`src/rtl/core/v3au_pkg.sv`:
```
// Shared types, constants and opcodes for the vector unit.
package v3au_pkg;
    localparam int CompWidth = 16;
    localparam int FracBits = 8;
    localparam int ScalarWidth = 33;
    localparam int SqWidth = 34;
    localparam int RootWidth = 17;
    localparam int RootSteps = 17;
    localparam int QuotWidth = 25;
    localparam int DivSteps = 25;
    localparam int DivDenWidth = 17;
    localparam int DivRemWidth = 18;

    typedef enum logic [2:0] {
        FUNC_ADD   = 3'd0,
        FUNC_SUB   = 3'd1,
        FUNC_SCALE = 3'd2,
        FUNC_DOT   = 3'd3,
        FUNC_CROSS = 3'd4,
        FUNC_MAG   = 3'd5,
        FUNC_NORM  = 3'd6,
        FUNC_NONE  = 3'd7
    } func_t;

    typedef logic signed [CompWidth-1:0] comp_t;

    typedef struct packed {
        func_t func;
        comp_t ax;
        comp_t ay;
        comp_t az;
        comp_t rx;
        comp_t ry;
        comp_t rz;
        logic signed [ScalarWidth-1:0] scalar;
        logic sat;
    } item_t;

    function automatic comp_t sat_comp(input logic signed [47:0] v, output logic flag);
        logic signed [47:0] hi;
        logic signed [47:0] lo;
        hi = 48'sd32767;
        lo = -48'sd32768;
        flag = 1'b0;
        if (v > hi)
        begin
            flag = 1'b1;
            sat_comp = comp_t'(hi);
        end
        else if (v < lo)
        begin
            flag = 1'b1;
            sat_comp = comp_t'(lo);
        end
        else
        begin
            sat_comp = v[CompWidth-1:0];
        end
    endfunction
endpackage

```
`src/rtl/core/v3au_sqrt_cell.sv`:
```
// One restoring square-root step on a pipeline of items.
module v3au_sqrt_cell (
    input  logic clk,
    input  logic rst_n,
    input  logic en,
    input  logic in_valid,
    input  v3au_pkg::item_t in_item,
    input  logic [v3au_pkg::SqWidth-1:0] in_rem,
    input  logic [v3au_pkg::SqWidth-1:0] in_sq,
    input  logic [v3au_pkg::RootWidth-1:0] in_root,
    output logic out_valid,
    output v3au_pkg::item_t out_item,
    output logic [v3au_pkg::SqWidth-1:0] out_rem,
    output logic [v3au_pkg::SqWidth-1:0] out_sq,
    output logic [v3au_pkg::RootWidth-1:0] out_root
);
    import v3au_pkg::*;
    logic valid_reg;
    item_t item_reg;
    logic [SqWidth-1:0] rem_reg, rem_next, sq_reg, trial;
    logic [RootWidth-1:0] root_reg, root_next;
    logic [SqWidth+1:0] rem_sh;

    always_comb
    begin
        rem_sh = {in_rem, in_sq[SqWidth-1 -: 2]};
        trial = SqWidth'({in_root, 2'b01});
        if (rem_sh >= {2'b00, trial})
        begin
            rem_next = SqWidth'(rem_sh - {2'b00, trial});
            root_next = {in_root[RootWidth-2:0], 1'b1};
        end
        else
        begin
            rem_next = rem_sh[SqWidth-1:0];
            root_next = {in_root[RootWidth-2:0], 1'b0};
        end
    end

    always_ff @(posedge clk or negedge rst_n)
    begin
        if (!rst_n)
            valid_reg <= 1'b0;
        else if (en)
            valid_reg <= in_valid;
    end

    always_ff @(posedge clk)
    begin
        if (en)
        begin
            item_reg <= in_item;
            rem_reg <= rem_next;
            sq_reg <= {in_sq[SqWidth-3:0], 2'b00};
            root_reg <= root_next;
        end
    end

    assign out_valid = valid_reg;
    assign out_item = item_reg;
    assign out_rem = rem_reg;
    assign out_sq = sq_reg;
    assign out_root = root_reg;
endmodule

```
`config.mk`:
```
export PLATFORM = sky130hd
export DESIGN_NAME = v3au_sqrt_cell
export DESIGN_NICKNAME = d
export VERILOG_FILES = /design/src/rtl/core/v3au_pkg.sv /design/src/rtl/core/v3au_sqrt_cell.sv
export SDC_FILE = /design/constraint.sdc
export NUM_CORES = 1
export LEC_CHECK = 0
export ABC_AREA = 1
export ABC_CLOCK_PERIOD_IN_PS = 1870
export BUFFER_PORTS_ARGS = -buffer_cell sky130_fd_sc_hd__buf_4
export CAP_MARGIN = 20
export CORE_AREA = 2 2 172 174
export CTS_BUF_LIST = sky130_fd_sc_hd__clkbuf_8 sky130_fd_sc_hd__clkbuf_16
export DETAILED_ROUTE_END_ITERATION = 8
export DIE_AREA = 0 0 174 176
export SETUP_SLACK_MARGIN = 0.1
export SYNTH_ARGS = -nofsm -noshare
export SYNTH_HDL_FRONTEND = slang
export SYNTH_SLANG_ARGS = --single-unit
```
`constraint.sdc`:
```
create_clock -name clk -period 1.87 [get_ports clk]
set_input_delay 0.561 -clock clk [delete_from_list [all_inputs] [get_ports clk]]
set_output_delay 0.561 -clock clk [all_outputs]
set_load 0.005 [all_outputs]
```
==> results.cfg <==
[floorplan]
core_area_um2 = 28500
io_pins = 441
dieArea_um2 = 30600
core.rowCount = 62
fp.dieW_um = 174
fp.dieH_um = 176
start_util_pct = 31.4

[place]
place_area_um2 = 14000
dp_hpwl_mm = 26.6
port_buffers = 438
gp_congestion = 0.867

[finish]
nNetsFinal = 1530
drive_above_1_share_pct = 57.1
multi_input_area_um2 = 2440
fillers = 2496
final_area_um2 = 15000
diodes = 0
fin_util_pct = 52.5
seqCellArea_um2 = 6510
syn_to_final_growth_pct = 67.2

[synth]
ys_ff_latch = 217
ys.warnings.count = 0
postSynthAreaPerCell_um2 = 12.8
ys_seq_area_share_pct = 72.6
synth_cell_types = 33
netlist_area_um2 = 8970
synthesis.instances = 702

[timing]
period_minus_slack_ns = 1.77
finalHoldViolCount = 0
finalSetupViolCount = 0
rsz0062_at_grt = true
timing.final.crit_share_pct = 94.7
finClkSkew_ns = 0
drv_slew = 0
fmax_mhz = 565

[power]
pwr-share-clk_pct = 37.7
vdd_drop_max_uv = 542
power_density_nw_per_um2 = 886
p_comb_share_pct = 17.4
seq_power_share_pct = 44.9
power.net_switching_uw = 3150
p_int_uw = 10100
p_leak_uw = 0.00673
p_sw_share_pct = 23.7

[global_route]
grt_overflow_total = 0
gr-usage-all-layers_pct = 20.4
antenna_found_initial = 1
grt_pass1_vias = 7490
grt_pass1_wl_mm = 46.5
grt_max_degree = 33

[worst_setup_path]
crit_start = in_root[0]
crit_path_end_kind = register
slowest_delay_ns = 0.29
r2r_start = out_valid
r2r_setup_slack_ns = 1.12
worstSetupStartpointType = primary input
reg2reg_depth = 1
path_class = in -> reg
crit_required_ns = 2.14
cpLargestDelayFamily = simple AND/OR/NAND/NOR gates
crit_end = out_rem[8]
cp.arrival_ns = 2.04
cp.buffers_inverters = 5
cp_slowest_cell = ha_4
cp.depth = 15
worst-path-max-fanout = 14
crit_chain = buf_4, inv_1, ha_4, nand2_2, nor2_4, nand2_1, nor2_2, nand2_2, nand3_2, inv_2, nand3_4, inv_8, buf_12, nand2_2, o21ai_2
critPathMostFrequentCell = nand2_2
r2r-end = out_valid

[routing]
drt_iter0_drc = 466
drtPass1Iterations = 5
route.detailed.wl_per_inst_um = 19.5
vias_per_cell = 4.40
drc_errors = 0
vias = 7440
wl_mm = 32.9
antenna_left = 0

[clock_network]
insertion_delay_ns = 0.50
clock_sinks = 217
clock_path_buffers = 3
htree_levels = 1
cts_buffers = 25
root_buffer = clkbuf_16
path_clk_slew_ns = 0.07
cts_tree = done

[worst_hold_path]
hp-start = in_item[77]
holdCritPathClass = in -> reg

[job]
maxCapViolations = 0

[run_status]
status = finished, final reports clean
## flip-flops by register name, summed over array words and instances, names as in the netlist
register,count
out_sq,32
out_rem,34
out_root,17
out_valid,1
out_item,133
## stage by stage
step / power (µW) / setup TNS (ns) / cells / hold slack (ns) / setup slack (ns)
after detailed placement: 8340 / -14.48 / 1638 / 0.338 / -0.579
final: 13300 / 0 / 1691 / 0.212 / 0.0992
after CTS: 13400 / 0 / 1685 / 0.181 / 0.101
after global placement: 8310 / -13.93 / 1638 / 0.337 / -0.571
after global routing: 13800 / 0 / 1691 / 0.185 / 0.0148
after floorplan: 6700 / -4.32 / 703 / 0.265 / -0.170
## timing repair
item,in CTS,in global routing
setup endpoints to repair,8,32
hold buffers,1,0
buffers inserted,1,6
pin swaps,1,7
endpoints found under the hold margin,1,0
gates resized for setup,8,33
## cell usage after synthesis, drive strengths merged
library cell	n	share of area, %
nand3b	7	0.59
nand2	181	7.9
dfrtp	1	0.28
ha	19	2.7
buf	6	0.71
nor3	5	0.28
o21a	1	0.084
and2	1	0.070
a21oi	21	1.6
nand3	32	2.0
xnor2	13	1.3
o21ai	23	2.0
xor2	4	0.39
conb	1	0.042
nand4	6	0.42
o211ai	1	0.084
edfxtp	216	72
mux2	1	0.13
a21o	1	0.084
nor2	60	2.8
inv	102	4.3
## worst min path at each step
stage,to,cells after the start,slack [ns]
6_report,out_item[77],1,0.21
2_1_floorplan,out_valid,0,0.27
3_5_place_dp,out_valid,1,0.34
5_1_grt,out_item[78],1,0.19
4_1_cts,out_sq[17],1,0.18
3_3_place_gp,out_valid,1,0.34
## cells in the final DEF, fill, tap and decap left out, types with 16 or more instances in the layout
master and count:
a21oi_2 16, buf_4 557, clkbuf_16 25, edfxtp_1 216, ha_4 17, inv_1 85, inv_2 18, nand2_1 137
nand2_2 37, nand3_1 27, nor2_1 41, o21ai_2 16
## power by group through the flow
stage          combinational, µW  clock (µW)  sequential, µW
5_1_grt                     2470        5320            6000
6_report                    2310        5020            5960
3_3_place_gp                2250           0            6060
4_1_cts                     2300        5140            5970
2_1_floorplan                596           0            6110
3_5_place_dp                2280           0            6060
## kinds of logic (layout without fill, tap and decap cells)
family / after synthesis / in the layout / synth area share (%)
AND/OR/NAND/NOR: 292 / 292 / 14.1
flip-flops: 217 / 217 / 72.6
buffers and inverters: 108 / 712 / 5.04
AO/OA/AOI/OAI: 47 / 47 / 3.84
adder cells (fa/ha/maj): 19 / 19 / 2.65
XOR/XNOR: 17 / 17 / 1.66
other: 1 / 2 / 0.0418
multiplexers: 1 / 1 / 0.126
## layer usage
metal	GRT usage (%)	routed length, µm	vias to the layer above
met1	24.0	12700	3554
li1	-	-	3546
met4	4.24	732	2
met2	37.6	17100	287
met3	5.43	2370	51
met5	0	13	-
## layout make-up
type,instances,share of cell area (%)
repair buffers,565,28.7
flip-flops and latches,217,43.4
multi-input cells,378,16.3
clock inverters,19,1.35
inverters,102,2.77
well taps,384,3.20
clock buffers,26,4.26
(Power assumes the default switching activity.)
