## src/rtl/core/v3au_pkg.sv

```systemverilog
// Shared types, constants and opcodes for the vector unit.
package v3au_pkg;
    localparam int CompWidth = 16;
    localparam int FracBits = 8;
    localparam int ScalarWidth = 33;
    localparam int SqWidth = 34;
    localparam int RootWidth = 17;
    localparam int RootSteps = 17;
    localparam int QuotWidth = 25;
    localparam int DivSteps = 25;
    localparam int DivDenWidth = 17;
    localparam int DivRemWidth = 18;

    typedef enum logic [2:0] {
        FUNC_ADD   = 3'd0,
        FUNC_SUB   = 3'd1,
        FUNC_SCALE = 3'd2,
        FUNC_DOT   = 3'd3,
        FUNC_CROSS = 3'd4,
        FUNC_MAG   = 3'd5,
        FUNC_NORM  = 3'd6,
        FUNC_NONE  = 3'd7
    } func_t;

    typedef logic signed [CompWidth-1:0] comp_t;

    typedef struct packed {
        func_t func;
        comp_t ax;
        comp_t ay;
        comp_t az;
        comp_t rx;
        comp_t ry;
        comp_t rz;
        logic signed [ScalarWidth-1:0] scalar;
        logic sat;
    } item_t;

    function automatic comp_t sat_comp(input logic signed [47:0] v, output logic flag);
        logic signed [47:0] hi;
        logic signed [47:0] lo;
        hi = 48'sd32767;
        lo = -48'sd32768;
        flag = 1'b0;
        if (v > hi)
        begin
            flag = 1'b1;
            sat_comp = comp_t'(hi);
        end
        else if (v < lo)
        begin
            flag = 1'b1;
            sat_comp = comp_t'(lo);
        end
        else
        begin
            sat_comp = v[CompWidth-1:0];
        end
    endfunction
endpackage

```

## src/rtl/core/v3au_div_cell.sv

```systemverilog
// One restoring division step for the three normalize quotients.
module v3au_div_cell (
    input  logic clk,
    input  logic rst_n,
    input  logic en,
    input  logic in_valid,
    input  v3au_pkg::item_t in_item,
    input  logic [v3au_pkg::DivDenWidth-1:0] in_den,
    input  logic [2:0][v3au_pkg::DivRemWidth-1:0] in_rem,
    input  logic [2:0][v3au_pkg::QuotWidth-1:0] in_num,
    output logic out_valid,
    output v3au_pkg::item_t out_item,
    output logic [v3au_pkg::DivDenWidth-1:0] out_den,
    output logic [2:0][v3au_pkg::DivRemWidth-1:0] out_rem,
    output logic [2:0][v3au_pkg::QuotWidth-1:0] out_num
);
    import v3au_pkg::*;
    logic valid_reg;
    item_t item_reg;
    logic [DivDenWidth-1:0] den_reg;
    logic [2:0][DivRemWidth-1:0] rem_reg, rem_next;
    logic [2:0][QuotWidth-1:0] num_reg, num_next;
    logic [DivRemWidth-1:0] sh;

    always_comb
    begin
        sh = '0;
        for (int i = 0; i < 3; i++)
        begin
            sh = {in_rem[i][DivRemWidth-2:0], in_num[i][QuotWidth-1]};
            if (sh >= {1'b0, in_den})
            begin
                rem_next[i] = sh - {1'b0, in_den};
                num_next[i] = {in_num[i][QuotWidth-2:0], 1'b1};
            end
            else
            begin
                rem_next[i] = sh;
                num_next[i] = {in_num[i][QuotWidth-2:0], 1'b0};
            end
        end
    end

    always_ff @(posedge clk or negedge rst_n)
    begin
        if (!rst_n)
            valid_reg <= 1'b0;
        else if (en)
            valid_reg <= in_valid;
    end

    always_ff @(posedge clk)
    begin
        if (en)
        begin
            item_reg <= in_item;
            den_reg <= in_den;
            rem_reg <= rem_next;
            num_reg <= num_next;
        end
    end

    assign out_valid = valid_reg;
    assign out_item = item_reg;
    assign out_den = den_reg;
    assign out_rem = rem_reg;
    assign out_num = num_reg;
endmodule

```

## config.mk

```make
export PLATFORM = sky130hd
export DESIGN_NAME = v3au_div_cell
export DESIGN_NICKNAME = d
export VERILOG_FILES = /design/src/rtl/core/v3au_pkg.sv /design/src/rtl/core/v3au_div_cell.sv
export SDC_FILE = /design/constraint.sdc
export NUM_CORES = 1
export LEC_CHECK = 0
export BUFFER_PORTS_ARGS = -buffer_cell sky130_fd_sc_hd__buf_2
export CORE_AREA = 2 2 221 223
export DETAILED_ROUTE_END_ITERATION = 6
export DIE_AREA = 0 0 223 225
export PLACE_DENSITY = 0.58
export SLEW_MARGIN = 10
export SYNTH_ARGS = -nofsm -noshare
export SYNTH_HDL_FRONTEND = slang
export SYNTH_SLANG_ARGS = --single-unit
export TNS_END_PERCENT = 50
```

## constraint.sdc

```tcl
create_clock -name clk -period 2.7 [get_ports clk]
set_clock_uncertainty 0.2 [all_clocks]
set_input_delay 0.405 -clock clk [delete_from_list [all_inputs] [get_ports clk]]
set_output_delay 0.405 -clock clk [all_outputs]
set_load 0.1 [all_outputs]
```

==> reports/results.tsv, run 1 <==
metric	value	unit
status	finished, violations left	
violated checks	setup timing	
Worst-Skew Late Latency	530	ps
GR Overflow Total	0	
TritonCTS buffer count	35	
worst reg2reg path depth	1	
final wirelength	51.3	mm
WHS	42.2	ps
Synth Area in Simple Gates	5.77	%
synth unique cells	59	
number of warning messages in the yosys log	0	
Max Cap Viol	0	
CTS tree	done	
Max-slew headroom	59.5	%
combinational family with the most area after synthesis	compound AO/OA/AOI/OAI gates	
synth-to-layout area growth	75.2	%
flops & latches, synth	280	
Worst Setup Start Kind	primary input	
cell count after synthesis	737	
RD Place Congestion	0.845	
fin util	42.9	%
Final Hold Viols	0	
Clock Tree Buf Depth	3	
most common cell after layout, fill and taps aside	buf_2	
mux share of post-synthesis cell area	2.17	%
initial antenna violation count	16	
Post-synth EDFFs	279	
root buffer cell	clkbuf_16	
Top FF cell, synth	edfxtp_1	
WHS Path Cells	3	
clk sinks	280	
Die X	223	microns
Detailed Routing Iterations Pass 1	5	
most frequent cells in the layout	buf_2, edfxtp_1, dlygate4sd3_1	
PnR worst setup slack	-2.71	ps
num rows	80	
final layout net count	2069	
total I/O pin count	563	
register clock-pin slew on the reported worst setup and hold paths	50	ps
critical-path maximum fanout	4	
number of port buffers	559	
complex-gate fraction of the synthesized area	9.33	%
vias per cell	4.43	
WS Path Type	primary input to flop	
Vias	10500	
Tightest Pin Transition	611	ps
crit end category	flop	
WP data arrival	2790	ps
number of global-route vias before repair	10900	
adder-cell area share of the yosys netlist	5.99	%
Die ar.	50200	sq um
fmax	0.370	GHz
initial drt markers	566	
Final Setup Violations	1	
Inst Count DP	2044	
LEAKAGE	0.00883	uW
Initial Util	24.5	%
total track usage	19.4	%
Power Density	755	nW/um^2
Synth Area in XOR/XNOR	3.08	%
Die Height	225	microns
layout cells sized above 1	47.1	%
Netlist Area Pre-Place	11600	sq um
final critical-path share of the clock period	100	%
Core ar.	47500	sq um
fin crit period	2700	ps
first-pass GRT wire length	70.8	mm
hpwl dp	38.3	mm
post-synthesis sequential area ratio	72.1	%
pin count of the biggest net entering global routing	54	
Final ANT Viol Nets	0	
share of synthesized registers carrying an async set or reset	0.357	%
Syn Area/Cell	15.8	sq um
Hold/Removal Path Class	primary input to flop	
wire per inst	21.6	microns
worst vdd ir	0.400	mV
RSZ-0062 raised after global routing	yes	
Final Slew Violations	0	
syn_nets	1074	
fin cells	2380	
H-tree lvl count	2	
drc violations	0	
CP required	2790	ps
==> layer usage <==
layer / vias up / track usage [%] / part of all wire [%]
met2: 428 / 33.0 / 49
met3: 124 / 4.58 / 6.1
li1: 4853 / - / -
met1: 5120 / 21.4 / 38
met5: - / 0 / 0.12
met4: 12 / 14.1 / 7.1
==> synth_stat cells, types with 6 or more instances <==
cell | n | area [sq um]
a211o_1 | 6 | 52.6
a211oi_1 | 7 | 52.6
a21o_1 | 19 | 143
a21oi_1 | 45 | 225
a31oi_1 | 6 | 37.5
edfxtp_1 | 279 | 8380
ha_1 | 51 | 638
inv_1 | 28 | 105
mux2_2 | 10 | 113
mux2_4 | 8 | 120
nand2_1 | 52 | 195
nand2b_1 | 9 | 56.3
nand3_1 | 7 | 35.0
nand4_1 | 8 | 50.1
nor2_1 | 20 | 75.1
nor2b_1 | 8 | 50.1
o21a_1 | 8 | 60.1
o21ai_0 | 47 | 235
xnor2_1 | 22 | 193
xor2_1 | 19 | 166
==> final timing paths <==
path,start,to,slack [ps]
worst max-delay path,in_den[14],out_rem[53],-3
worst min-delay path,in_num[24],out_rem[0],40
worst max register to register,out_valid,out_valid,1770
worst min register to register,out_valid,out_valid,300
max in group asynchronous,rst_n,out_valid,1690
min in group asynchronous,rst_n,out_valid,510
==> through the flow <==
step                      worst slack (ps)  power (uW)  cell area, sq um  TNS, ps
after floorplan                       -107        9190             11700    -1510
after global placement                -508       10500             16400   -21980
after detailed placement              -533       10500             16400   -23220
after CTS                             23.8       15500             20100        0
after global routing                 -67.5       15900             20400     -111
final                                -2.71       15400             20400    -2.71
==> where the power goes <==
part,switching [uW],internal [uW]
registers,125,5280
clock network,1890,2680
logic,4100,1320
total,6120,9290
==> critical path: stages <==
cell	delay (ps)
dlygate4sd3_1	520
buf_2	120
inv_2	60
buf_4	140
ha_1	210
a21o_1	190
a211o_1	300
a41oi_4	340
clkbuf_16	230
nor2_4	30
mux2_4	260
==> what timing repair did <==
action                                  4_1_cts  5_1_grt
resized for setup                             0       49
buffers inserted                              0       11
endpoints found under the setup margin        0       41
endpoints found under the hold margin       254        0
hold buffers                                255        0
==> cell type report <==
class	instances	area (sq um)
Antenna cell	8	20.0
Multi-Input combinational cell	417	3260
Inverter	28	129
Tap cell	615	769
Sequential cell	280	8400
Fill cell	4359	27100
Timing Repair Buffer	970	6720
Clock buffer	42	902
Clock inverter	20	199
==> registers in the layout, indices dropped and copies added, names as in the netlist <==
register   count
out_den       17
out_item     133
out_num       75
out_rem       54
out_valid      1
==> logic make-up after synthesis <==
logic type | Yosys count
xor gates and xnor gates | 41
adders and majority gates | 54
and+or+nand+nor | 135
buffers and inverters | 40
DFF | 280
muxes | 20
AOI/OAI and AO/OA | 167
Note: power is estimated with default switching activity, not from simulation.
==> inputs of run 2 (changes only) <==
RECOVER_POWER = 50   (was unset)
==> reports/results.tsv, run 2 (synthesized netlist as in run 1, its figures left out) <==
metric	value	unit
status	finished, violations left	
violated checks	setup timing	
RSZ-0062 raised after global routing	yes	
WHS	46.3	ps
fin cells	2380	
setup TNS	-11.3	ps
initial antenna violation count	16	
clk sinks	280	
synth-to-layout area growth	74.9	%
WS Path Type	primary input to flop	
Die X	223	microns
Detailed Routing Iterations Pass 1	4	
H-tree lvl count	2	
Final Setup Violations	1	
worst vdd ir	0.401	mV
Max Cap Viol	0	
final wirelength	51.3	mm
Die Height	225	microns
hpwl dp	38.3	mm
pin count of the biggest net entering global routing	54	
RD Place Congestion	0.845	
Power Density	756	nW/um^2
vias per cell	4.41	
initial drt markers	553	
num rows	80	
Worst-Skew Late Latency	530	ps
critical-path maximum fanout	4	
Die ar.	50200	sq um
TritonCTS buffer count	35	
Final ANT Viol Nets	0	
Hold/Removal Path Class	primary input to flop	
total track usage	19.4	%
FILL cells	4370	
most frequent cells in the layout	buf_2, edfxtp_1, dlygate4sd3_1	
total I/O pin count	563	
drc violations	0	
number of port buffers	559	
Core ar.	47500	sq um
CTS tree	done	
GR Overflow Total	0	
WP data arrival	2790	ps
CP required	2780	ps
Inst Count DP	2044	
crit end category	flop	
Worst Setup Start Kind	primary input	
final layout net count	2069	
Vias	10500	
first-pass GRT wire length	70.8	mm
final critical-path share of the clock period	100	%
wire per inst	21.6	microns
PnR worst setup slack	-11.3	ps
Final Hold Viols	0	
dpl ws	-533	ps
Largest register FFs	133	
Final Slew Violations	0	
number of global-route vias before repair	10900	
root buffer cell	clkbuf_16	
fmax	0.369	GHz
Clock Tree Buf Depth	3	
LEAKAGE	0.00876	uW
register clock-pin slew on the reported worst setup and hold paths	50	ps
Max-slew headroom	7.75	%
most common cell after layout, fill and taps aside	buf_2	
Tightest Pin Transition	1380	ps
fin crit period	2710	ps
Initial Util	24.5	%
layout cells sized above 1	45.8	%
-- run 2: routing by layer --
layer  track usage [%]  share of wire, %
met1              21.4                38
met4              14.1               7.1
met5                 0              0.12
met3              4.58               5.9
met2              33.0                49
-- run 2: worst paths after layout --
check	startpoint	endpoint	slack, ps	cells after the start
worst max-delay path	in_den[16]	out_rem[53]	-10	10
worst min-delay path	in_num[24]	out_rem[0]	50	3
worst max register to register	out_valid	out_valid	1760	1
worst min register to register	out_valid	out_valid	300	1
max in group asynchronous	rst_n	out_valid	1680	3
min in group asynchronous	rst_n	out_valid	510	3
-- run 2: metrics by stage --
stage / cell area [sq um] / util (%) / power [uW]
after floorplan: 11700 / - / 9190
after global placement: 16400 / 34.5 / 10500
after detailed placement: 16400 / 34.5 / 10500
after CTS: 20100 / 42.2 / 15500
after global routing: 20400 / 42.8 / 15900
final: 20400 / 42.8 / 15400
-- run 2: repair_timing --
action / in CTS / in global routing
setup endpoints to repair: 0 / 41
resized for setup: 0 / 49
hold endpoints to repair: 254 / 0
hold buffers: 255 / 0
setup buffers: 0 / 11
-- run 2: cell type report --
cell class	instances	area [sq um]	area share, %
sequential	280	8400	41.2
clock inverter	20	199	0.977
clock buffer	42	902	4.43
timing repair buffer	970	6690	32.8
inverter	28	129	0.633
tap	615	769	3.78
antenna	8	20.0	0.0983
multi-input combinational	417	3260	16.0
-- run 2: power breakdown --
part           internal, uW  switching [uW]  leakage (uW)
clock                  2680            1890      0.000533
combinational          1320            4100       0.00549
sequential             5280             124       0.00274
-- run 2: worst max-delay path, stage by stage --
cell and delay (ps):
dlygate4sd3_1 520, clkbuf_1 110, inv_1 100, buf_4 160, ha_1 300, a211o_1 340, a41oi_4 340, clkbuf_16 230
nor2_4 30, mux2_4 260
